`src/rtl/gtc_pkg.sv`:
```
// gtc_pkg: shared types, constants and helpers of the glyph text console
// used by every module of the block; depends on nothing
`default_nettype none

package gtc_pkg;

  localparam int GLYPH_WIDTH       = 6;
  localparam int GLYPH_HEIGHT      = 10;
  localparam int GLYPH_STORE_BYTES = 2048;

  localparam int GLYPH_BITS = GLYPH_WIDTH * GLYPH_HEIGHT;
  localparam int GS_AW      = $clog2(GLYPH_STORE_BYTES);
  localparam int BIT_W      = $clog2(256 * GLYPH_BITS);
  localparam int GX_W       = $clog2(GLYPH_WIDTH);
  localparam int GY_W       = $clog2(GLYPH_HEIGHT);
  localparam int PX_W       = $clog2(512 * GLYPH_WIDTH);
  localparam int PY_W       = $clog2(256 * GLYPH_HEIGHT);

  localparam int ADDR_W  = 22;
  localparam int COLOR_W = 24;
  localparam int FW_W    = 12;
  localparam int COL_W   = 9;
  localparam int ROW_W   = 8;
  localparam int CFG_W   = 24;
  localparam int CFG_IDX_W = 3;

  localparam int CMD_DEPTH  = 4;
  localparam int CMD_PTR_W  = $clog2(CMD_DEPTH);
  localparam int CMD_CNT_W  = $clog2(CMD_DEPTH + 1);
  localparam int OUT_DEPTH  = 4;
  localparam int OUT_PTR_W  = $clog2(OUT_DEPTH);
  localparam int OUT_CNT_W  = $clog2(OUT_DEPTH + 1);

  localparam logic [1:0] OP_PUT    = 2'd0;
  localparam logic [1:0] OP_GLYPH  = 2'd1;
  localparam logic [1:0] OP_CURSOR = 2'd2;
  localparam logic [1:0] OP_CLEAR  = 2'd3;

  localparam logic [1:0] REQ_PIXEL  = 2'd0;
  localparam logic [1:0] REQ_SCROLL = 2'd1;
  localparam logic [1:0] REQ_FILL   = 2'd2;

  localparam logic [7:0] CHAR_CR = 8'd13;
  localparam logic [7:0] CHAR_LF = 8'd10;

  localparam logic [CFG_IDX_W-1:0] REG_COLOR_MODE = 3'd0;
  localparam logic [CFG_IDX_W-1:0] REG_FG_COLOR   = 3'd1;
  localparam logic [CFG_IDX_W-1:0] REG_BG_COLOR   = 3'd2;
  localparam logic [CFG_IDX_W-1:0] REG_FRAME_W    = 3'd3;
  localparam logic [CFG_IDX_W-1:0] REG_TEXT_COLS  = 3'd4;
  localparam logic [CFG_IDX_W-1:0] REG_TEXT_ROWS  = 3'd5;

  typedef struct packed {
    logic [1:0]  operation;
    logic [7:0]  char_code;
    logic [10:0] glyph_byte_index;
    logic [7:0]  glyph_byte_value;
    logic [8:0]  new_column;
    logic [7:0]  new_row;
  } in_item_t;

  typedef struct packed {
    logic [1:0]         request_kind;
    logic [ADDR_W-1:0]  pixel_address;
    logic [COLOR_W-1:0] pixel_value;
    logic               last_of_run;
  } out_item_t;

  typedef struct packed {
    logic               color_mode;
    logic [COLOR_W-1:0] foreground_color;
    logic [COLOR_W-1:0] background_color;
    logic [FW_W-1:0]    frame_width;
    logic [COL_W-1:0]   text_columns;
    logic [ROW_W-1:0]   text_rows;
  } cfg_t;

  typedef enum logic [1:0] {
    CMD_GLYPH,
    CMD_DRAW,
    CMD_FILL
  } cmd_kind_t;

  typedef struct packed {
    cmd_kind_t         kind;
    logic              draw;
    logic              scroll;
    logic [7:0]        char_code;
    logic [PY_W-1:0]   py0;
    logic [PX_W-1:0]   px0;
    logic [10:0]       glyph_index;
    logic [7:0]        glyph_value;
  } cmd_t;

  function automatic logic [COLOR_W-1:0] format_color(input logic mode,
                                                      input logic [COLOR_W-1:0] c);
    logic [COLOR_W-1:0] r;
    if (mode) begin
      r = {8'd0, c[23:19], c[15:10], c[7:3]};
    end else begin
      r = c;
    end
    return r;
  endfunction

endpackage

`default_nettype wire

```
`src/rtl/gtc_cmd_fifo.sv`:
```
// gtc_cmd_fifo: short command queue between the front and the back
// depends on gtc_pkg for the command type and depth
`default_nettype none

module gtc_cmd_fifo (
  input  wire logic          clk,
  input  wire logic          rst_n,
  input  wire logic          push,
  input  gtc_pkg::cmd_t      push_data,
  output logic               full,
  input  wire logic          pop,
  output gtc_pkg::cmd_t      pop_data,
  output logic               empty
);

  gtc_pkg::cmd_t q_r [gtc_pkg::CMD_DEPTH];
  logic [gtc_pkg::CMD_PTR_W-1:0] wr_ptr_r, rd_ptr_r;
  logic [gtc_pkg::CMD_CNT_W-1:0] cnt_r, cnt_nxt;
  logic do_push, do_pop;

  assign full     = (cnt_r == gtc_pkg::CMD_CNT_W'(gtc_pkg::CMD_DEPTH));
  assign empty    = (cnt_r == '0);
  assign do_push  = push && !full;
  assign do_pop   = pop && !empty;
  assign pop_data = q_r[rd_ptr_r];

  always_comb begin
    cnt_nxt = cnt_r;
    if (do_push && !do_pop) begin
      cnt_nxt = cnt_r + 1'b1;
    end else if (do_pop && !do_push) begin
      cnt_nxt = cnt_r - 1'b1;
    end
  end

  always_ff @(posedge clk) begin
    if (!rst_n) begin
      wr_ptr_r <= '0;
      rd_ptr_r <= '0;
      cnt_r    <= '0;
    end else begin
      cnt_r <= cnt_nxt;
      if (do_push) begin
        wr_ptr_r <= wr_ptr_r + 1'b1;
      end
      if (do_pop) begin
        rd_ptr_r <= rd_ptr_r + 1'b1;
      end
    end
  end

  always_ff @(posedge clk) begin
    if (do_push) begin
      q_r[wr_ptr_r] <= push_data;
    end
  end

endmodule

`default_nettype wire

```
`config.mk`:
```
export PLATFORM = sky130hd
export DESIGN_NAME = gtc_cmd_fifo
export DESIGN_NICKNAME = d
export VERILOG_FILES = /design/src/rtl/gtc_pkg.sv /design/src/rtl/gtc_cmd_fifo.sv
export SDC_FILE = /design/constraint.sdc
export NUM_CORES = 1
export LEC_CHECK = 0
export ABC_AREA = 1
export BUFFER_PORTS_ARGS = -buffer_cell sky130_fd_sc_hd__buf_2
export CORE_MARGIN = 10
export CORE_UTILIZATION = 59
export DETAILED_ROUTE_END_ITERATION = 6
export GPL_ROUTABILITY_DRIVEN = 0
export GPL_TIMING_DRIVEN = 0
export MAX_ROUTING_LAYER = met4
export PLACE_DENSITY_LB_ADDON = 0.05
export SYNTH_ARGS = -nofsm -noshare
export SYNTH_HDL_FRONTEND = slang
export SYNTH_SLANG_ARGS = --single-unit
```
`constraint.sdc`:
```
create_clock -name clk -period 6.6 [get_ports clk]
set_input_delay 0 -clock clk [delete_from_list [all_inputs] [get_ports clk]]
set_output_delay 0 -clock clk [all_outputs]
set_load 0.02 [all_outputs]
```
# Word level (Yosys, flattened, before mapping)
# Memory sizes are Yosys's and may differ from the RTL's. A register that Yosys moved wholly into a read port is not among the register bits.
# Index checks and enable logic that the tools add are counted.
# W data, S select, Z words.
[classes]
n_addsub = 4
n_reduce_logical = 10
eq_ne = 1
muxes = 6
[op_table]
columns = ["operator", "n"]
rows = [
  ["$mux W3", 2],
  ["$add A2 B1 Y2 const B", 2],
  ["$logic_and A1 B1 Y1", 4],
  ["$logic_not A1 Y1", 4],
  ["$mux W2", 2],
  ["$add A3 B1 Y3 const B", 1],
  ["$eq A3 B3 Y1 const B", 1],
  ["$logic_not A3 Y1", 1],
  ["$sub A3 B1 Y3 const B", 1],
  ["$mux W1", 2],
  ["$reduce_bool A2 Y1", 1],
]
[totals]
ramBits = 220
word_cells = 25
reg_bits = 7
input_bits = 59
out_inout_bits = 57
n_memories = 1
[mem_list]
columns = ["memory", "words", "width", "rd", "rd_clocked_by_memory_dff", "wr", "line_no", "rtl"]
rows = [
  ["q_r", 4, 55, 1, 1, 1, "gtc_cmd_fifo.sv:16", "gtc_pkg::cmd_t q_r [gtc_pkg::CMD_DEPTH];"],
]

# Logic depth before layout (Yosys ltp)
[depth]
depth_word = 7
ltp_mapped = 13
ltp_nobuf = 13

# Worst setup path before layout
# OpenSTA, ideal clock, no wires.
[synth_timing]
path_type = "flip-flop to flip-flop"
from = "reg cnt_r[0] (netlist bit)"
to = "mem q_r[0][0] (netlist bit) (enable)"
period_less_slack_ns = 3.447
path_slack_ns = 3.153
required_ns = 6.132
arrival_ns = 2.979
stages_incl_launch_ff = 5
path_cell_list = "dfxtp_1 -> nor2_1 -> nand2_1 -> nand2_1 -> nor2_1"
[synth_via]
elab_chain_cells = 5
[synth_rtl]
columns = ["element", "line_no", "rtl"]
rows = [
  ["start: declaration", "gtc_cmd_fifo.sv:18", "logic [gtc_pkg::CMD_CNT_W-1:0] cnt_r, cnt_nxt;"],
  ["start signal: assignment", "gtc_cmd_fifo.sv:42", "cnt_r <= cnt_nxt;"],
  ["$eq A3 B3 Y1", "gtc_cmd_fifo.sv:21", "assign full = (cnt_r == gtc_pkg::CMD_CNT_W'(gtc_pkg::CMD_DEPTH));"],
  ["$logic_not A1 Y1", "gtc_cmd_fifo.sv:23", "assign do_push = push && !full;"],
  ["$logic_and A1 B1 Y1", "gtc_cmd_fifo.sv:23", ""],
  ["$mux W1", "gtc_cmd_fifo.sv:53", "if (do_push) begin"],
  ["$mux W1 (not written as such)", "gtc_cmd_fifo.sv:54", "q_r[wr_ptr_r] <= push_data;"],
  ["end: declaration", "gtc_cmd_fifo.sv:16", ""],
]
# Every way passes these cells.

# Worst setup path after layout
[layout_timing]
from = "reg cnt_r[0] (netlist bit)"
to = "mem q_r[3][12] (netlist bit) (enable)"
# Same word-level chain as after synthesis.

==> flow_summary.yaml <==
outcome:
  status: "completed"
min_path:
  holdCritPathClass: "input pin to flop"
clock_network:
  cts_made_buffers: 23
  htreeDepth: 1
  numClockSinks: 229
  clk_pin_slew_ps: 60
  clock_path_buffers: 3
  cts_root_buffer: "clkbuf_16"
  cts_tree: "done"
  clk-insertion-delay-late_ps: 490
synth:
  ys_seq_area_frac: 0.786
  yosysUniqueCellTypes: 19
  synth_flop_cell: "edfxtp_1"
  yosys_register_bits: 229
  syn_area_um2: 8640
  yosys-top-cells-count: "edfxtp_1, nor2_1, o21ai_0"
  synth.avg_cell_area_um2: 14.4
  synth_top_area_frac: 0.765
  synth_edf_count: 220
  ys.warnings.count: 0
  yosysTopAreaCell: "edfxtp_1"
  synth_fp_nets: 667
  async_flop_share: 0
  synth_most_common_cell: "edfxtp_1"
  synthCells: 602
  synth.top_cells.by_area: "edfxtp_1, nor2_1, o22ai_1, o21ai_0, o21ai_1"
global_route:
  track_usage: 0.201
  grt_pass1_wl_mm: 31.1
  grt_overflow_total: 0
  grt_max_degree: 28
  grt_antenna_before_repair: 2
  grt_pass1_vias: 5871
floorplan:
  chipWidth_um: 141
  io_pins: 116
  core-area_um2: 14400
  die_y_um: 141
  dieArea_um2: 19900
  initial_utilization: 0.599
  rows: 44
flow_run:
  maxCapViolations: 0
pwr:
  finalPower_uw: 4320
  power_frac_comb: 0.284
  intPower_uw: 2950
  ir_worst_vdd_v: 0.000265
  seq_power_share: 0.419
  sw_frac_of_total: 0.316
  switching_power_uw: 1360
  p_clk_frac: 0.297
  power.density_nw_per_um2: 392
  leakage_uw: 0.00399
layout:
  drive_gt1_frac: 0.220
  area_growth_pct: 27.3
  final_nets: 873
place:
  port_buffers: 115
  place_hpwl_mm: 12.4
drt:
  antenna_left: 0
  drt_iter0_markers: 395
  drcViolationCount: 0
  drt_pass1_iterations: 4
  viasPerCell: 5.56
  drt_wl_total_mm: 20.1
  via_count: 5609
  wl_per_cell_um: 19.9
timing:
  min_period_ps: 2230
  final-hold-violation-count: 0
  slew_headroom: 0.579
  max_freq_ghz: 0.448
  fin_tns_setup_ps: 0
  finalCritPeriodShare: 0.338
  slew_violations: 0
  tightest_slew_ps: 631
  rsz0062_at_grt: "no"
  setup_viol_count_final: 0
  skew_ps: 14.1
setup_path:
  critPathCaptureType: "flop"
  critPathArrivalTime_ps: 2420
  crit_type: "flop to flop"
  start_kind: "flop"
  critical_path_required_ps: 6790
  path_max_fanout: 24
## final timing paths
| path | from | endpoint | slack (ps) | depth (start not counted) |
|---|---|---|---|---|
| setup / recovery | cnt_r[0] | q_r[3][12] | 4370 | 6 |
| hold / removal | push_data[41] | q_r[0][41] | 260 | 2 |
| setup reg to reg | cnt_r[0] | q_r[3][12] | 4370 | 6 |
| hold reg to reg | rd_ptr_r[1] | flop | 510 | 2 |
## flip-flops by register name (all words and copies together) (netlist names), named ones only
name / cells
wr_ptr_r: 2
rd_ptr_r: 2
cnt_r: 3
q_r: 220
## area by class of cell
| type | instances | area (um^2) |
|---|---|---|
| sequential | 229 | 6790 |
| timing repair buffer | 181 | 1340 |
| buffer | 35 | 230 |
| antenna | 2 | 5.00 |
| tap | 184 | 230 |
| clock buffer | 30 | 632 |
| multi-input combinational | 320 | 1590 |
| clock inverter | 10 | 124 |
| fill | 877 | 3420 |
| inverter | 18 | 67.6 |
## per-layer routing
layer	part of all wire	track usage	vias up
li1	-	-	2660
met1	0.41	0.251	2723
met2	0.52	0.339	197
met3	0.064	0.0353	29
met4	0.014	0.0435	0
met5	0	-	-
## cell families after synthesis
group,share of synthesized area
xor+xnor,0.00101
flops,0.786
fa+ha+maj,0.00956
simple gates,0.0636
compound gates,0.106
buf+inv,0.0345
## placed cells by master (no fill, tap or decap), types with 2 or more instances in the layout
cell / instances
nor2_4: 4
a21oi_1: 3
o21ai_1: 45
o22ai_1: 55
nand3_1: 4
buf_6: 12
clkbuf_16: 23
buf_16: 3
clkinv_2: 6
nand2_1: 15
inv_2: 2
ha_1: 5
o21ai_0: 66
nor2_1: 120
bufinv_16: 3
clkbuf_1: 22
clkbuf_8: 3
dfxtp_1: 9
buf_12: 5
inv_1: 16
diode_2: 2
edfxtp_1: 220
dlygate4sd3_1: 58
buf_2: 119
## timing repair
action                                 4_1_cts  5_1_grt
endpoints found under the hold margin      229        0
gates resized for setup                      0        0
hold buffers                                58        0
buffers inserted                             0        0
## metrics by stage
step                      cell area (um^2)   util  instances  hold slack (ps)  worst slack (ps)
after floorplan                       8640      -        602             98.9              3150
after global placement                9450  0.655        901              208              1200
after detailed placement              9660  0.670        909              215              4370
after CTS                            11000  0.762       1007              241              4340
after global routing                 11000  0.763       1009              257              4280
final                                11000  0.763       1009              263              4370
## power groups by stage
stage | clock (uW) | combinational [uW] | sequential, uW
after floorplan | 0 | 738 | 1840
after global placement | 0 | 1140 | 1860
after detailed placement | 0 | 1200 | 1840
after CTS | 1300 | 1240 | 1810
after global routing | 1370 | 1330 | 1820
final | 1280 | 1230 | 1810
## worst max-delay path, stage by stage, from the launching register on
cell and delay (ps):
dfxtp_1 410, nor2_1 80, nand2_1 120, nand2_1 260, nor2_4 570, buf_12 280, buf_16 190
Power figures use the tool's default switching activity.
