<file path="src/rtl/gtc_pkg.sv">
// gtc_pkg: shared types, constants and helpers of the glyph text console
// used by every module of the block; depends on nothing
`default_nettype none

package gtc_pkg;

  localparam int GLYPH_WIDTH       = 6;
  localparam int GLYPH_HEIGHT      = 10;
  localparam int GLYPH_STORE_BYTES = 2048;

  localparam int GLYPH_BITS = GLYPH_WIDTH * GLYPH_HEIGHT;
  localparam int GS_AW      = $clog2(GLYPH_STORE_BYTES);
  localparam int BIT_W      = $clog2(256 * GLYPH_BITS);
  localparam int GX_W       = $clog2(GLYPH_WIDTH);
  localparam int GY_W       = $clog2(GLYPH_HEIGHT);
  localparam int PX_W       = $clog2(512 * GLYPH_WIDTH);
  localparam int PY_W       = $clog2(256 * GLYPH_HEIGHT);

  localparam int ADDR_W  = 22;
  localparam int COLOR_W = 24;
  localparam int FW_W    = 12;
  localparam int COL_W   = 9;
  localparam int ROW_W   = 8;
  localparam int CFG_W   = 24;
  localparam int CFG_IDX_W = 3;

  localparam int CMD_DEPTH  = 4;
  localparam int CMD_PTR_W  = $clog2(CMD_DEPTH);
  localparam int CMD_CNT_W  = $clog2(CMD_DEPTH + 1);
  localparam int OUT_DEPTH  = 4;
  localparam int OUT_PTR_W  = $clog2(OUT_DEPTH);
  localparam int OUT_CNT_W  = $clog2(OUT_DEPTH + 1);

  localparam logic [1:0] OP_PUT    = 2'd0;
  localparam logic [1:0] OP_GLYPH  = 2'd1;
  localparam logic [1:0] OP_CURSOR = 2'd2;
  localparam logic [1:0] OP_CLEAR  = 2'd3;

  localparam logic [1:0] REQ_PIXEL  = 2'd0;
  localparam logic [1:0] REQ_SCROLL = 2'd1;
  localparam logic [1:0] REQ_FILL   = 2'd2;

  localparam logic [7:0] CHAR_CR = 8'd13;
  localparam logic [7:0] CHAR_LF = 8'd10;

  localparam logic [CFG_IDX_W-1:0] REG_COLOR_MODE = 3'd0;
  localparam logic [CFG_IDX_W-1:0] REG_FG_COLOR   = 3'd1;
  localparam logic [CFG_IDX_W-1:0] REG_BG_COLOR   = 3'd2;
  localparam logic [CFG_IDX_W-1:0] REG_FRAME_W    = 3'd3;
  localparam logic [CFG_IDX_W-1:0] REG_TEXT_COLS  = 3'd4;
  localparam logic [CFG_IDX_W-1:0] REG_TEXT_ROWS  = 3'd5;

  typedef struct packed {
    logic [1:0]  operation;
    logic [7:0]  char_code;
    logic [10:0] glyph_byte_index;
    logic [7:0]  glyph_byte_value;
    logic [8:0]  new_column;
    logic [7:0]  new_row;
  } in_item_t;

  typedef struct packed {
    logic [1:0]         request_kind;
    logic [ADDR_W-1:0]  pixel_address;
    logic [COLOR_W-1:0] pixel_value;
    logic               last_of_run;
  } out_item_t;

  typedef struct packed {
    logic               color_mode;
    logic [COLOR_W-1:0] foreground_color;
    logic [COLOR_W-1:0] background_color;
    logic [FW_W-1:0]    frame_width;
    logic [COL_W-1:0]   text_columns;
    logic [ROW_W-1:0]   text_rows;
  } cfg_t;

  typedef enum logic [1:0] {
    CMD_GLYPH,
    CMD_DRAW,
    CMD_FILL
  } cmd_kind_t;

  typedef struct packed {
    cmd_kind_t         kind;
    logic              draw;
    logic              scroll;
    logic [7:0]        char_code;
    logic [PY_W-1:0]   py0;
    logic [PX_W-1:0]   px0;
    logic [10:0]       glyph_index;
    logic [7:0]        glyph_value;
  } cmd_t;

  function automatic logic [COLOR_W-1:0] format_color(input logic mode,
                                                      input logic [COLOR_W-1:0] c);
    logic [COLOR_W-1:0] r;
    if (mode) begin
      r = {8'd0, c[23:19], c[15:10], c[7:3]};
    end else begin
      r = c;
    end
    return r;
  endfunction

endpackage

`default_nettype wire

</file>
<file path="src/rtl/gtc_front.sv">
// gtc_front: accepts input items, keeps the text cursor, queues draw, glyph and fill commands
// depends on gtc_pkg
`default_nettype none

module gtc_front (
  input  wire logic          clk,
  input  wire logic          rst_n,
  input  gtc_pkg::cfg_t      cfg,
  input  wire logic          in_push,
  input  gtc_pkg::in_item_t  in_data,
  output logic               in_full,
  output logic               cmd_push,
  output gtc_pkg::cmd_t      cmd_data,
  input  wire logic          cmd_full
);

  logic [gtc_pkg::COL_W-1:0] col_r, col_nxt;
  logic [gtc_pkg::ROW_W-1:0] row_r, row_nxt;
  logic [gtc_pkg::COL_W:0]   col_a;
  logic [gtc_pkg::ROW_W:0]   row_a;
  logic accept, want, draw, scroll;

  assign in_full = cmd_full;
  assign accept  = in_push && !cmd_full;
  assign cmd_push = accept && want;

  always_comb begin
    col_nxt = col_r;
    row_nxt = row_r;
    want    = 1'b0;
    draw    = 1'b0;
    scroll  = 1'b0;
    col_a   = {1'b0, col_r};
    row_a   = {1'b0, row_r};
    cmd_data.kind        = gtc_pkg::CMD_DRAW;
    cmd_data.char_code   = in_data.char_code;
    cmd_data.py0         = gtc_pkg::PY_W'(gtc_pkg::GLYPH_HEIGHT * row_r);
    cmd_data.px0         = gtc_pkg::PX_W'(gtc_pkg::GLYPH_WIDTH * col_r);
    cmd_data.glyph_index = in_data.glyph_byte_index;
    cmd_data.glyph_value = in_data.glyph_byte_value;
    unique case (in_data.operation)
      gtc_pkg::OP_PUT: begin
        if (in_data.char_code == gtc_pkg::CHAR_CR) begin
          col_a = '0;
        end else if (in_data.char_code == gtc_pkg::CHAR_LF) begin
          col_a = '0;
          row_a = row_a + 1'b1;
        end else begin
          col_a = col_a + 1'b1;
          draw  = 1'b1;
        end
        if (col_a >= {1'b0, cfg.text_columns}) begin
          col_a = '0;
          row_a = row_a + 1'b1;
        end
        if (row_a >= {1'b0, cfg.text_rows}) begin
          scroll = 1'b1;
          row_a  = (cfg.text_rows == '0) ? '0 : {1'b0, cfg.text_rows - 1'b1};
        end
        want = draw || scroll;
        if (accept) begin
          col_nxt = col_a[gtc_pkg::COL_W-1:0];
          row_nxt = row_a[gtc_pkg::ROW_W-1:0];
        end
      end
      gtc_pkg::OP_GLYPH: begin
        cmd_data.kind = gtc_pkg::CMD_GLYPH;
        want = 1'b1;
      end
      gtc_pkg::OP_CURSOR: begin
        if (accept) begin
          if (cfg.text_columns == '0) begin
            col_nxt = '0;
          end else if (in_data.new_column >= cfg.text_columns) begin
            col_nxt = cfg.text_columns - 1'b1;
          end else begin
            col_nxt = in_data.new_column;
          end
          if (cfg.text_rows == '0) begin
            row_nxt = '0;
          end else if (in_data.new_row >= cfg.text_rows) begin
            row_nxt = cfg.text_rows - 1'b1;
          end else begin
            row_nxt = in_data.new_row;
          end
        end
      end
      gtc_pkg::OP_CLEAR: begin
        cmd_data.kind = gtc_pkg::CMD_FILL;
        want = 1'b1;
        if (accept) begin
          col_nxt = '0;
          row_nxt = '0;
        end
      end
      default: begin
        want = 1'b0;
      end
    endcase
    cmd_data.draw   = draw;
    cmd_data.scroll = scroll;
  end

  always_ff @(posedge clk) begin
    if (!rst_n) begin
      col_r <= '0;
      row_r <= '0;
    end else begin
      col_r <= col_nxt;
      row_r <= row_nxt;
    end
  end

endmodule

`default_nettype wire

</file>
<file path="config.mk">
export PLATFORM = sky130hd
export DESIGN_NAME = gtc_front
export DESIGN_NICKNAME = d
export VERILOG_FILES = /design/src/rtl/gtc_pkg.sv /design/src/rtl/gtc_front.sv
export SDC_FILE = /design/constraint.sdc
export NUM_CORES = 1
export LEC_CHECK = 0
export BUFFER_PORTS_ARGS = -buffer_cell sky130_fd_sc_hd__buf_2
export CAP_MARGIN = 20
export CORE_ASPECT_RATIO = 0.8
export CORE_MARGIN = 2
export CORE_UTILIZATION = 49
export CTS_BUF_LIST = sky130_fd_sc_hd__clkbuf_4 sky130_fd_sc_hd__clkbuf_8
export CTS_CLUSTER_DIAMETER = 50
export DETAILED_ROUTE_END_ITERATION = 16
export GPL_ROUTABILITY_DRIVEN = 0
export MAX_ROUTING_LAYER = met4
export PLACE_DENSITY = 0.84
export SLEW_MARGIN = 20
export SYNTH_ARGS = -nofsm -noshare
export SYNTH_HDL_FRONTEND = slang
export SYNTH_SLANG_ARGS = --single-unit
</file>
<file path="constraint.sdc">
create_clock -name clk -period 9.1 [get_ports clk]
set_input_delay 1.82 -clock clk [delete_from_list [all_inputs] [get_ports clk]]
set_output_delay 1.82 -clock clk [all_outputs]
set_load 0.02 [all_outputs]
</file>
* Word-level counts from Yosys, hierarchy flattened
Index checks and enable logic that the tools add are counted.
** Storage, ports and cells
- Input bits :: 128
- Bits in registers :: 17
** Operators by class
- Reduce and logical (&&, ||, !) cells :: 10
- Equality and inequality tests :: 8
- Magnitude comparators :: 4
- $mul :: 2
- $add $sub $neg :: 5
- Mux-type cells :: 32
** Operator list (number)
- $mux 9 :: 11
- $mux 8 :: 7
- $mux 10 :: 3
- $pmux 9 s3 :: 1
- $pmux 8 s3 :: 1
- $eq 8x4->1 const B :: 2
- $mul 2x9->11 const A :: 1
- $mul 3x8->11 const A :: 1
- $add 9x1->10 const B :: 1
- $ge 10x9->1 :: 1
- $add 8x1->9 const B :: 1
- $add 9x1->9 const B :: 1
- $ge 9x8->1 :: 1
- $ge 9x9->1 :: 1
- $logic_not 9->1 :: 1
- $sub 9x1->9 const B :: 1
- $ge 8x8->1 :: 1
- $logic_not 8->1 :: 1
- $sub 8x1->8 const B :: 1
- $mux 1 :: 7
- $ne 2x2->1 const B :: 3
- $eq 2x2->1 const B :: 2
- $pmux 2 s2 :: 1
- $reduce_and 4->1 :: 1
- 8 further kinds :: 9

* Logic depth before layout (Yosys ltp)
Gate-level depths: netlist of the first run.
- Word-level depth :: 13
- Depth in mapped cells :: 20

* Worst setup path before layout of the first run
OpenSTA, ideal clock, no wires.
- Path kind :: in2out
- Start :: in in_data[38] in the netlist's numbering
- End :: out cmd_data[51] in the netlist's numbering
- Slack :: 1.192 ns
- Cell stages on the path :: 18
- Buffers on the path :: 2
- Arrival time :: 6.088 ns
- Cell sequence :: or3b_2 > a211oi_1 > clkbuf_1 > nor2_1 > ha_1 > nand4_1 > o21ai_0 > a21oi_2 > or4b_1 > and2_1 > ha_1 > a21oi_1 > a21boi_0 > a211oi_1 > o21ai_0 > a31o_2 > and2_1 > buf_4
** Between the ends
- Cells in the longest elaborated chain, start to end :: 11
** RTL lines
- start, declared :: RTL line gtc_front.sv:10 : input gtc_pkg::in_item_t in_data,
- $eq 8x4->1 :: RTL line gtc_front.sv:45 : end else if (in_data.char_code == gtc_pkg::CHAR_LF) begin
- $mux 9 or $mux 10 (tied branches) :: RTL line gtc_front.sv:45
- $mux 9 or $mux 10 (tied branches) :: RTL line gtc_front.sv:43 : if (in_data.char_code == gtc_pkg::CHAR_CR) begin
- $mux 9 or $mux 10 (tied branches) :: RTL line gtc_front.sv:41 : unique case (in_data.operation)
- $add 9x1->9 or $ge 10x9->1 (tied branches) :: RTL line gtc_front.sv:54, gtc_front.sv:52
- $mux 9 (*) :: RTL line gtc_front.sv:52 : if (col_a >= {1'b0, cfg.text_columns}) begin
- $mux 9 (*) :: RTL line gtc_front.sv:41
- $ge 9x8->1 (*) :: RTL line gtc_front.sv:56 : if (row_a >= {1'b0, cfg.text_rows}) begin
- $mux 1 (*) :: RTL line gtc_front.sv:56
- $mux 1 (*) (2 in a row) :: RTL line gtc_front.sv:41
- end, declared :: RTL line gtc_front.sv:13 : output gtc_pkg::cmd_t cmd_data,
Every way passes the cells marked *; elsewhere a longest branch is shown, timed or not. The select of a mux whose other input is x is not followed.

* Worst setup path in the final report of the first run
- Start :: in in_data[38] in the netlist's numbering
- End :: out cmd_push
** Between the ends
- Cells in the longest elaborated chain, start to end :: 13
** RTL lines
- $eq 8x4->1 :: RTL line gtc_front.sv:45
- $mux 9 or $mux 10 (tied branches) :: RTL line gtc_front.sv:45
- $mux 9 or $mux 10 (tied branches) :: RTL line gtc_front.sv:43
- $mux 9 or $mux 10 (tied branches) :: RTL line gtc_front.sv:41
- $add 9x1->9 or $ge 10x9->1 (tied branches) :: RTL line gtc_front.sv:54, gtc_front.sv:52
- $mux 9 :: RTL line gtc_front.sv:52
- $mux 9 :: RTL line gtc_front.sv:41
- $ge 9x8->1 :: RTL line gtc_front.sv:56
- $mux 1 :: RTL line gtc_front.sv:56
- $mux 1 :: RTL line gtc_front.sv:41
- $logic_or 1x1->1 (*) :: RTL line gtc_front.sv:60 : want = draw || scroll;
- $pmux 1 s2 (*) :: RTL line gtc_front.sv:41
- $logic_and 1x1->1 (*) :: RTL line gtc_front.sv:25 : assign cmd_push = accept && want;
- end, declared :: RTL line gtc_front.sv:12 : output logic cmd_push,
Marks and branches as above.

==> impl_metrics.yaml, run 1 <==
outcome:
  status: "complete, no violations"
drt:
  drtIter0Drc: 423
  post_drt_wl_per_cell_um: 15.7
  first_pass_iters: 6
  num_vias: 3960
  ant_nets: 0
  drt-vias-per-instance: 6.05
  drc: 0
  drt_wl_total_mm: 10.3
sta:
  max_freq_mhz: 120
  fin_crit_ns: 8.34
  finalCritPeriodShare_pct: 91.6
  rsz0062_at_grt: "no"
  slew_viol_final: 0
  maxSlewHeadroom_pct: 47.5
  worst_slew_pin_slew_ns: 0.788
  setup_tns_ns: 0
  final-hold-violation-count: 0
  clock_skew_ns: 0.00615
  setup_violations: 0
synth:
  synth_cell_types: 62
  avgSynthCellArea_um2: 7.50
  syn_area_mm2: 0.00380
  synth_edf_count: 0
  ys_top_cells_by_area: "ha_1, dfxtp_1, buf_4"
  async_flop_share_pct: 0
  yosysTopAreaCellShare_pct: 21.1
  synth-seq-area-share_pct: 8.95
  synthFlopType: "dfxtp_1"
  netlist_instances: 507
  synth_warnings: 0
  synth_top_cell_by_area: "ha_1"
  synth-seq-cells: 17
floorplan:
  core_mm2: 0.00746
  start_util_pct: 51.0
  die_area_mm2: 0.00849
  io_pins: 185
  die_h_um: 82.8
  floorplan.rows: 28
  die_w_um: 103
setup_path:
  path_class: "in2out"
  r2r_start: "col_r[0]"
  critPathArrivalTime_ns: 6.52
  required_ns: 7.28
  r2r_end: "row_r[5]"
  end_kind: "output pin"
  cp-start-kind: "input port"
  r2r_cells: 19
  reg2reg_slack_ns: 4.28
  path_max_fanout: 13
global_routing:
  busiest_layer: "met2"
  overflow: 0
  met1_usage_pct: 35.2
  grt.total_usage_pct: 24.8
  antenna_found_initial: 0
  grt_pass1_wl_mm: 17.1
  grt_pass1_vias: 3721
  use_met3_pct: 3.20
  grt_max_degree: 23
  use_met2_pct: 37.0
cts:
  cts_max_path_buffers: 2
  cts-root-buf: "clkbuf_8"
  cts_setup_buffers: 0
  clock_sinks: 17
  ctsHoldBuffers: 0
  tritoncts: "done"
  cts_buffers: 3
  ctsResizeCount: 0
  insertion_delay_ns: 0.27
  htreeDepth: 1
  clk_pin_slew_ns: 0.08
hold_path:
  hold_depth: 2
  min_path_type: "reg2reg"
  min_to: "col_r[7]"
  hp-start: "col_r[7]"
power_and_ir_drop:
  combPwrFrac_pct: 62.4
  pwr-share-seq_pct: 23.6
  p_per_area_mw_per_mm2: 108
  p_leak_uw: 0.00200
  peakVddDrop_mv: 0.0537
  pwr-share-clk_pct: 14.0
  p_int_uw: 225
  power.switching_uw: 218
  p_sw_share_pct: 49.3
finish:
  fin_util_pct: 55.1
  multi_input_area_mm2: 0.00303
  syn_to_final_growth_pct: 8.09
  final.fill_count: 715
  fin_nets: 745
  ff_latch_area_um2: 340
  antenna_cells: 0
  drive_gt1_share_pct: 20.0
placement:
  hpwl_mm: 8.41
  port_buffers: 83
run:
  drv_cap: 0
[synth_stat cells, types with 5 or more instances]
cell / count
ha_1: 64
nand2b_1: 6
inv_1: 32
nand3_1: 14
o21ai_0: 39
nand2_1: 22
o21a_1: 5
nand4_1: 6
a211o_1: 6
and2_1: 6
nor4_1: 11
xor2_1: 12
clkbuf_1: 11
o21bai_1: 5
nor2b_1: 5
nor3_1: 8
buf_4: 35
mux2i_1: 5
a21oi_1: 51
a21o_1: 11
or2_2: 7
nor2_1: 35
dfxtp_1: 17
xnor2_1: 27
[cells by family (layout without fill, tap and decap cells)]
logic type               Yosys count  after routing  synth area share (%)
AND/OR/NAND/NOR                  141            141                  20.3
adder cells (fa/ha/maj)           66             66                  22.1
multiplexers                       8              8                  2.20
other                              1              2                0.0986
XOR/XNOR                          39             39                  8.98
buffers and inverters             80            122                  11.4
flip-flops                        17             17                  8.95
AO/OA/AOI/OAI                    155            155                  26.0
[area by class of cell]
cell class              count  share of cell area [%]
multi-input cells         411                    73.8
repair buffers             86                    10.7
flip-flops and latches     17                    8.28
well taps                 105                    3.20
inverters                  32                    2.92
clock buffers               3                    1.00
clock inverters             1                   0.183
[how the worst max path moves through the flow]
stage | to | start | depth (start not counted) | slack, ns
final | cmd_push | in_data[38] | 20 | 0.76
after global routing | cmd_push | in_data[37] | 20 | 0.51
after CTS | cmd_push | in_data[38] | 20 | 0.82
after detailed placement | cmd_push | in_data[38] | 20 | 0.85
after global placement | cmd_push | in_data[38] | 20 | 0.99
after floorplan | cmd_data[51] | in_data[38] | 18 | 1.19
[layout by cell type (no fill, tap or decap), types with 12 or more instances in the layout]
cell,instances
ha_1,64
buf_2,83
xor2_1,12
nor2_1,35
nand2_1,22
a21oi_1,51
nand3_1,14
dfxtp_1,17
inv_1,32
o21ai_0,39
xnor2_1,27
[per-layer routing]
layer / vias up / routed length, um
li1: 1892 / -
met1: 1823 / 4820
met2: 212 / 4450
met3: 33 / 838
met4: 0 / 198
met5: - / 0
[stage by stage]
step / power, uW / hold WS [ns] / cells / cell area [um2] / worst slack, ns
finish: 443 / 0.627 / 655 / 4110 / 0.764
CTS: 439 / 0.622 / 655 / 4110 / 0.823
floorplan: 314 / 0.556 / 508 / 3810 / 1.19
detailed placement: 376 / 0.600 / 651 / 4060 / 0.852
global route: 478 / 0.645 / 655 / 4110 / 0.508
global placement: 365 / 0.591 / 651 / 4060 / 0.987
[state kept, by name (all words and copies together) (netlist names)]
signal / count
row_r: 8
col_r: 9
[critical path: stages]
cell and delay (ns):
buf_2 0.12, or3b_2 0.45, a211oi_1 0.25, buf_4 0.25, nor2_1 0.10, ha_1 0.31
nand4_1 0.10, o21ai_0 0.42, a21oi_2 0.23, or4b_1 0.58, and2_1 0.20, ha_1 0.31
a21oi_1 0.13, a21boi_0 0.10, a211oi_1 0.21, o21ai_0 0.12, buf_4 0.17, a31o_2 0.28
o21a_1 0.19, buf_2 0.15
[power by group through the flow]
stage	logic (uW)	clock network, uW	registers [uW]
3_3_place_gp	259	0	105
4_1_cts	273	61.7	104
6_report	276	62.2	105
2_1_floorplan	219	0	95.4
5_1_grt	305	65.9	107
3_5_place_dp	270	0	106
(Power assumes the default switching activity.)
==> run 2, diff against run 1 <==
- ABC_AREA: unset -> 1
- ABC_CLOCK_PERIOD_IN_PS: unset -> 9100
- CORE_UTILIZATION: 49 -> 50
==> impl_metrics.yaml, run 2 <==
floorplan:
  core_mm2: 0.00795
  die_w_um: 105
  floorplan.rows: 29
  start_util_pct: 51.5
  die_h_um: 84.9
  die_area_mm2: 0.00892
  io_pins: 185
synth:
  ys_top_cells_by_area: "ha_1, nand2_1, dfxtp_1"
  yosysTopAreaCellShare_pct: 19.6
  synth-seq-area-share_pct: 8.32
  async_flop_share_pct: 0
  synth_edf_count: 0
  yosys-top-cells-count: "nand2_1, inv_1, ha_1"
  synth_cell_types: 44
  synthFlopType: "dfxtp_1"
  syn_area_mm2: 0.00409
  netlist_instances: 632
  synth-seq-cells: 17
  avgSynthCellArea_um2: 6.47
  synth_most_common_cell: "nand2_1"
  synth_top_cell_by_area: "ha_1"
  synth_warnings: 0
finish:
  antenna_cells: 0
  largest_register_ffs: 9
  regMostFlops: "col_r"
  drive_gt1_share_pct: 21.3
  finalNonFillerCells: 785
  fin_nets: 872
  syn_to_final_growth_pct: 7.19
  final_common_cell: "nand2_1"
  final.fill_count: 758
  top_regs: "col_r (9), row_r (8)"
  final_cell_mix: "nand2_1, inv_1, buf_2, ha_1, nor2_1"
setup_path:
  cpPeakStageDelay_ns: 0.31
  end_kind: "output pin"
  slowest_stage: "nor2_1"
  path_class: "in2out"
  cp_top_family: "simple AND/OR/NAND/NOR gates"
  cp-start-kind: "input port"
  required_ns: 7.28
  cp_common_cell: "nand2_1"
  path_max_fanout: 13
  critPathArrivalTime_ns: 6.00
  path_buf_inv: 6
cts:
  tritoncts: "done"
  ctsHoldBuffers: 0
  cts_buffers: 3
  clk_pin_slew_ns: 0.07
  insertion_delay_ns: 0.26
  ctsResizeCount: 0
  cts-root-buf: "clkbuf_8"
  htreeDepth: 1
  cts_setup_buffers: 0
  cts_max_path_buffers: 2
  clock_sinks: 17
drt:
  first_pass_iters: 4
  drt_wl_total_mm: 10.0
  ant_nets: 0
  drtIter0Drc: 341
  drt-vias-per-instance: 5.26
  num_vias: 4133
  drc: 0
  post_drt_wl_per_cell_um: 12.7
outcome:
  status: "complete, no violations"
sta:
  finalCritPeriodShare_pct: 86.0
  whs_ns: 0.606
  worst_slew_pin_slew_ns: 1.07
  rsz0062_at_grt: "no"
  setup_violations: 0
  fin_ws_ns: 1.28
  setup_tns_ns: 0
  max_freq_mhz: 128
  maxSlewHeadroom_pct: 28.7
  final-hold-violation-count: 0
  slew_viol_final: 0
  clock_skew_ns: 0.00466
  fin_crit_ns: 7.82
placement:
  post-place-ws_ns: 1.33
  post-place-cells: 781
  port_buffers: 83
  hpwl_mm: 8.48
power_and_ir_drop:
  p_leak_uw: 0.00255
  pwr-share-clk_pct: 12.5
  power.switching_uw: 253
  p_int_uw: 229
  combPwrFrac_pct: 66.1
  peakVddDrop_mv: 0.0645
  p_per_area_mw_per_mm2: 110
  pwr-share-seq_pct: 21.4
  p_sw_share_pct: 52.4
run:
  drv_cap: 0
global_routing:
  antenna_found_initial: 0
  overflow: 0
  grt_pass1_vias: 4068
  grt_pass1_wl_mm: 17.4
  grt.total_usage_pct: 23.6
  grt_max_degree: 35
hold_path:
  min_path_type: "reg2reg"
## run 2: cell types whose count changed after synthesis, sizes merged, moves of 12 or more
cell,previous run,this run
o211ai,3,20
inv,32,93
o21ai,40,28
nand3,14,37
nand2,22,162
nor2,35,56
xnor2,27,5
a21oi,52,39
## run 2: worst reg2reg max path: cells and delay by family, from the launching register on
family	cells	cell delay (ns)
buffers and inverters	3	0.27
XOR/XNOR	1	0.15
flip-flops	1	0.46
AO/OA/AOI/OAI	6	0.96
adder cells (fa/ha/maj)	3	0.80
AND/OR/NAND/NOR	16	1.85
## run 2: cells by family after synthesis
| group | Yosys count | synth area share [%] |
|---|---|---|
| and+or+nand+nor | 283 | 33.7 |
| buffers and inverters | 137 | 16.2 |
| AOI/OAI and AO/OA | 100 | 15.1 |
| adders and majority gates | 66 | 20.6 |
| xor gates and xnor gates | 28 | 6.00 |
| DFF | 17 | 8.32 |
| other | 1 | 0.0917 |
## run 2: layout make-up
type,instances,area [um2],area share [%]
multi-input cells,479,3090,70.5
clock buffers,3,41.3,0.942
repair buffers,83,415,9.48
flip-flops and latches,17,340,7.76
inverters,94,354,8.08
well taps,108,135,3.08
clock inverters,1,7.51,0.171
## run 2: final timing paths
check,endpoint,startpoint,slack (ns),cells past startpoint
hold reg to reg,col_r[3],col_r[3],0.61,2
hold / removal,col_r[3],col_r[3],0.61,2
setup reg to reg,row_r[1],col_r[2],4.48,29
setup / recovery,cmd_push,in_data[36],1.28,31
## run 2: power groups by stage
stage	sequential [uW]	clock, uW	combinational [uW]
3_5_place_dp	104	0	316
2_1_floorplan	97.6	0	257
4_1_cts	103	61.0	318
6_report	103	60.4	318
5_1_grt	105	63.2	360
3_3_place_gp	104	0	304
## run 2: metal layers
layer  track usage [%]  share of wire [%]
met1              27.9                 44
met2              42.6                 49
met3              3.15                5.4
met4              5.70                1.2
met5                 -                  0
## run 2: metrics by stage
stage | power (uW) | util (%) | area, um2
2_1_floorplan | 355 | - | 4090
3_3_place_gp | 408 | 54.5 | 4330
3_5_place_dp | 421 | 54.5 | 4330
4_1_cts | 481 | 55.2 | 4380
5_1_grt | 528 | 55.2 | 4380
6_report | 482 | 55.2 | 4380
==> run 3, diff against run 2 <==
--- a/config.mk
+++ b/config.mk
@@ -12,5 +12,5 @@
 export CORE_ASPECT_RATIO = 0.8
 export CORE_MARGIN = 2
-export CORE_UTILIZATION = 50
+export CORE_UTILIZATION = 45
 export CTS_BUF_LIST = sky130_fd_sc_hd__clkbuf_4 sky130_fd_sc_hd__clkbuf_8
 export CTS_CLUSTER_DIAMETER = 50
@@ -18,5 +18,6 @@
 export GPL_ROUTABILITY_DRIVEN = 0
 export MAX_ROUTING_LAYER = met4
-export PLACE_DENSITY = 0.84
+export PLACE_DENSITY = 0.77
+export SKIP_LAST_GASP = 1
 export SLEW_MARGIN = 20
 export SYNTH_ARGS = -nofsm -noshare
==> constraint.sdc (replaced) <==
create_clock -name clk -period 9.1 [get_ports clk]
set_input_delay 1.82 -clock clk [delete_from_list [all_inputs] [get_ports clk]]
set_output_delay 1.82 -clock clk [all_outputs]
set_load 0.01 [all_outputs]
==> impl_metrics.yaml, run 3 (synthesis results as in run 2) <==
finish:
  final_common_cell: "nand2_1"
  top_regs: "col_r (9), row_r (8)"
  multi_input_area_mm2: 0.00310
  ff_latch_area_um2: 340
  syn_to_final_growth_pct: 7.59
  antenna_cells: 0
  final.fill_count: 902
  regMostFlops: "col_r"
  final_cell_mix: "nand2_1, inv_1, buf_2, ha_1, nor2_1"
  fin_area_mm2: 0.00440
  fin_nets: 872
  largest_register_ffs: 9
  finalNonFillerCells: 792
  drive_gt1_share_pct: 21.6
setup_path:
  slowest_stage: "ha_1"
  r2r_end: "row_r[2]"
  required_ns: 7.28
  path_buf_inv: 7
  cp_common_cell: "nand2_1"
  end_kind: "output pin"
  cp_top_family: "simple AND/OR/NAND/NOR gates"
  cpPeakStageDelay_ns: 0.30
  critPathArrivalTime_ns: 5.99
  path_max_fanout: 13
  path_class: "in2out"
  r2r_cells: 30
  reg2reg_slack_ns: 4.53
  cp-start-kind: "input port"
  r2r_start: "col_r[2]"
hold_path:
  hp-start: "col_r[5]"
  hold_depth: 2
  min_to: "col_r[5]"
  min_path_type: "reg2reg"
power_and_ir_drop:
  p_total_uw: 460
  p_leak_uw: 0.00255
  peakVddDrop_mv: 0.0740
  p_per_area_mw_per_mm2: 104
sta:
  fin_crit_ns: 7.81
  setup_violations: 0
  maxSlewHeadroom_pct: 56.3
  clock_skew_ns: 0.00331
  rsz0062_at_grt: "no"
  final-hold-violation-count: 0
  max_freq_mhz: 128
  fin_ws_ns: 1.29
  finalCritPeriodShare_pct: 85.9
  setup_tns_ns: 0
  worst_slew_pin_slew_ns: 0.655
  slew_viol_final: 0
run:
  drv_cap: 0
drt:
  num_vias: 4137
  ant_nets: 0
  drt_wl_total_mm: 10.0
  post_drt_wl_per_cell_um: 12.6
  drc: 0
  drtIter0Drc: 340
  drt-vias-per-instance: 5.22
  first_pass_iters: 5
cts:
  clock_sinks: 17
  cts_max_path_buffers: 2
  cts_buffers: 3
  tritoncts: "done"
  insertion_delay_ns: 0.26
  htreeDepth: 1
  clk_pin_slew_ns: 0.07
  cts-root-buf: "clkbuf_8"
  ctsHoldBuffers: 0
  cts_setup_buffers: 0
  ctsResizeCount: 0
placement:
  port_buffers: 83
  post-place-cells: 788
  post-place-ws_ns: 1.33
  hpwl_mm: 8.51
  postPlaceCellArea_mm2: 0.00434
global_routing:
  grt_pass1_vias: 3849
  grt_max_degree: 35
  grt.total_usage_pct: 20.9
  overflow: 0
  grt_pass1_wl_mm: 17.0
  antenna_found_initial: 0
floorplan:
  io_pins: 185
  core_mm2: 0.00896
  start_util_pct: 45.6
  die_w_um: 111
  die_area_mm2: 0.00987
  floorplan.rows: 31
  die_h_um: 89.3
outcome:
  status: "complete, no violations"
run 3: cell types whose count changed in the layout (fill, tap and decap cells not counted):
cell,change
o21a_2,+1
o21a_1,-1
o2111ai_1,-1
o2111ai_2,+1
run 3: power by group:
part           internal [uW]  switching [uW]
Clock                   30.8            28.9
Sequential              83.9            18.9
Combinational            114             183
run 3: layer usage:
| layer | track usage, % | wire, um | up-vias | share of wire (%) |
|---|---|---|---|---|
| met2 | 37.7 | 4820 | 115 | 48 |
| met4 | 3.64 | 157 | 0 | 1.6 |
| met5 | - | 0 | - | 0 |
| met3 | 2.92 | 555 | 25 | 5.5 |
| li1 | - | - | 2123 | - |
| met1 | 25.5 | 4480 | 1874 | 45 |
run 3: cell type report:
cell class              instances  area share (%)
multi-input cells             479            70.4
repair buffers                 83            9.44
inverters                      94            8.05
flip-flops and latches         17            7.74
well taps                     115            3.27
clock buffers                   3           0.939
clock inverters                 1           0.171
run 3: how the worst max path moves through the flow:
| stage | start | to | slack [ns] | cells after the start |
|---|---|---|---|---|
| floorplan | in_data[43] | cmd_push | 2.17 | 30 |
| global placement | in_data[36] | cmd_push | 1.45 | 35 |
| detailed placement | in_data[36] | cmd_push | 1.33 | 35 |
| CTS | in_data[36] | cmd_push | 1.32 | 35 |
| global route | in_data[36] | cmd_push | 0.74 | 35 |
| finish | in_data[36] | cmd_push | 1.29 | 35 |
run 3: metrics by stage:
step	hold WS [ns]	util, %
2_1_floorplan	0.534	-
3_3_place_gp	0.567	48.5
3_5_place_dp	0.579	48.5
4_1_cts	0.598	49.0
5_1_grt	0.639	49.1
6_report	0.598	49.1
run 3: worst register-to-register path: cells and delay by family, from the launching register on:
kind / cells / cell delay [ns]
xor gates and xnor gates: 1 / 0.15
AOI/OAI and AO/OA: 5 / 0.65
adders and majority gates: 3 / 0.77
DFF: 1 / 0.46
buffers and inverters: 3 / 0.37
and+or+nand+nor: 18 / 2.05
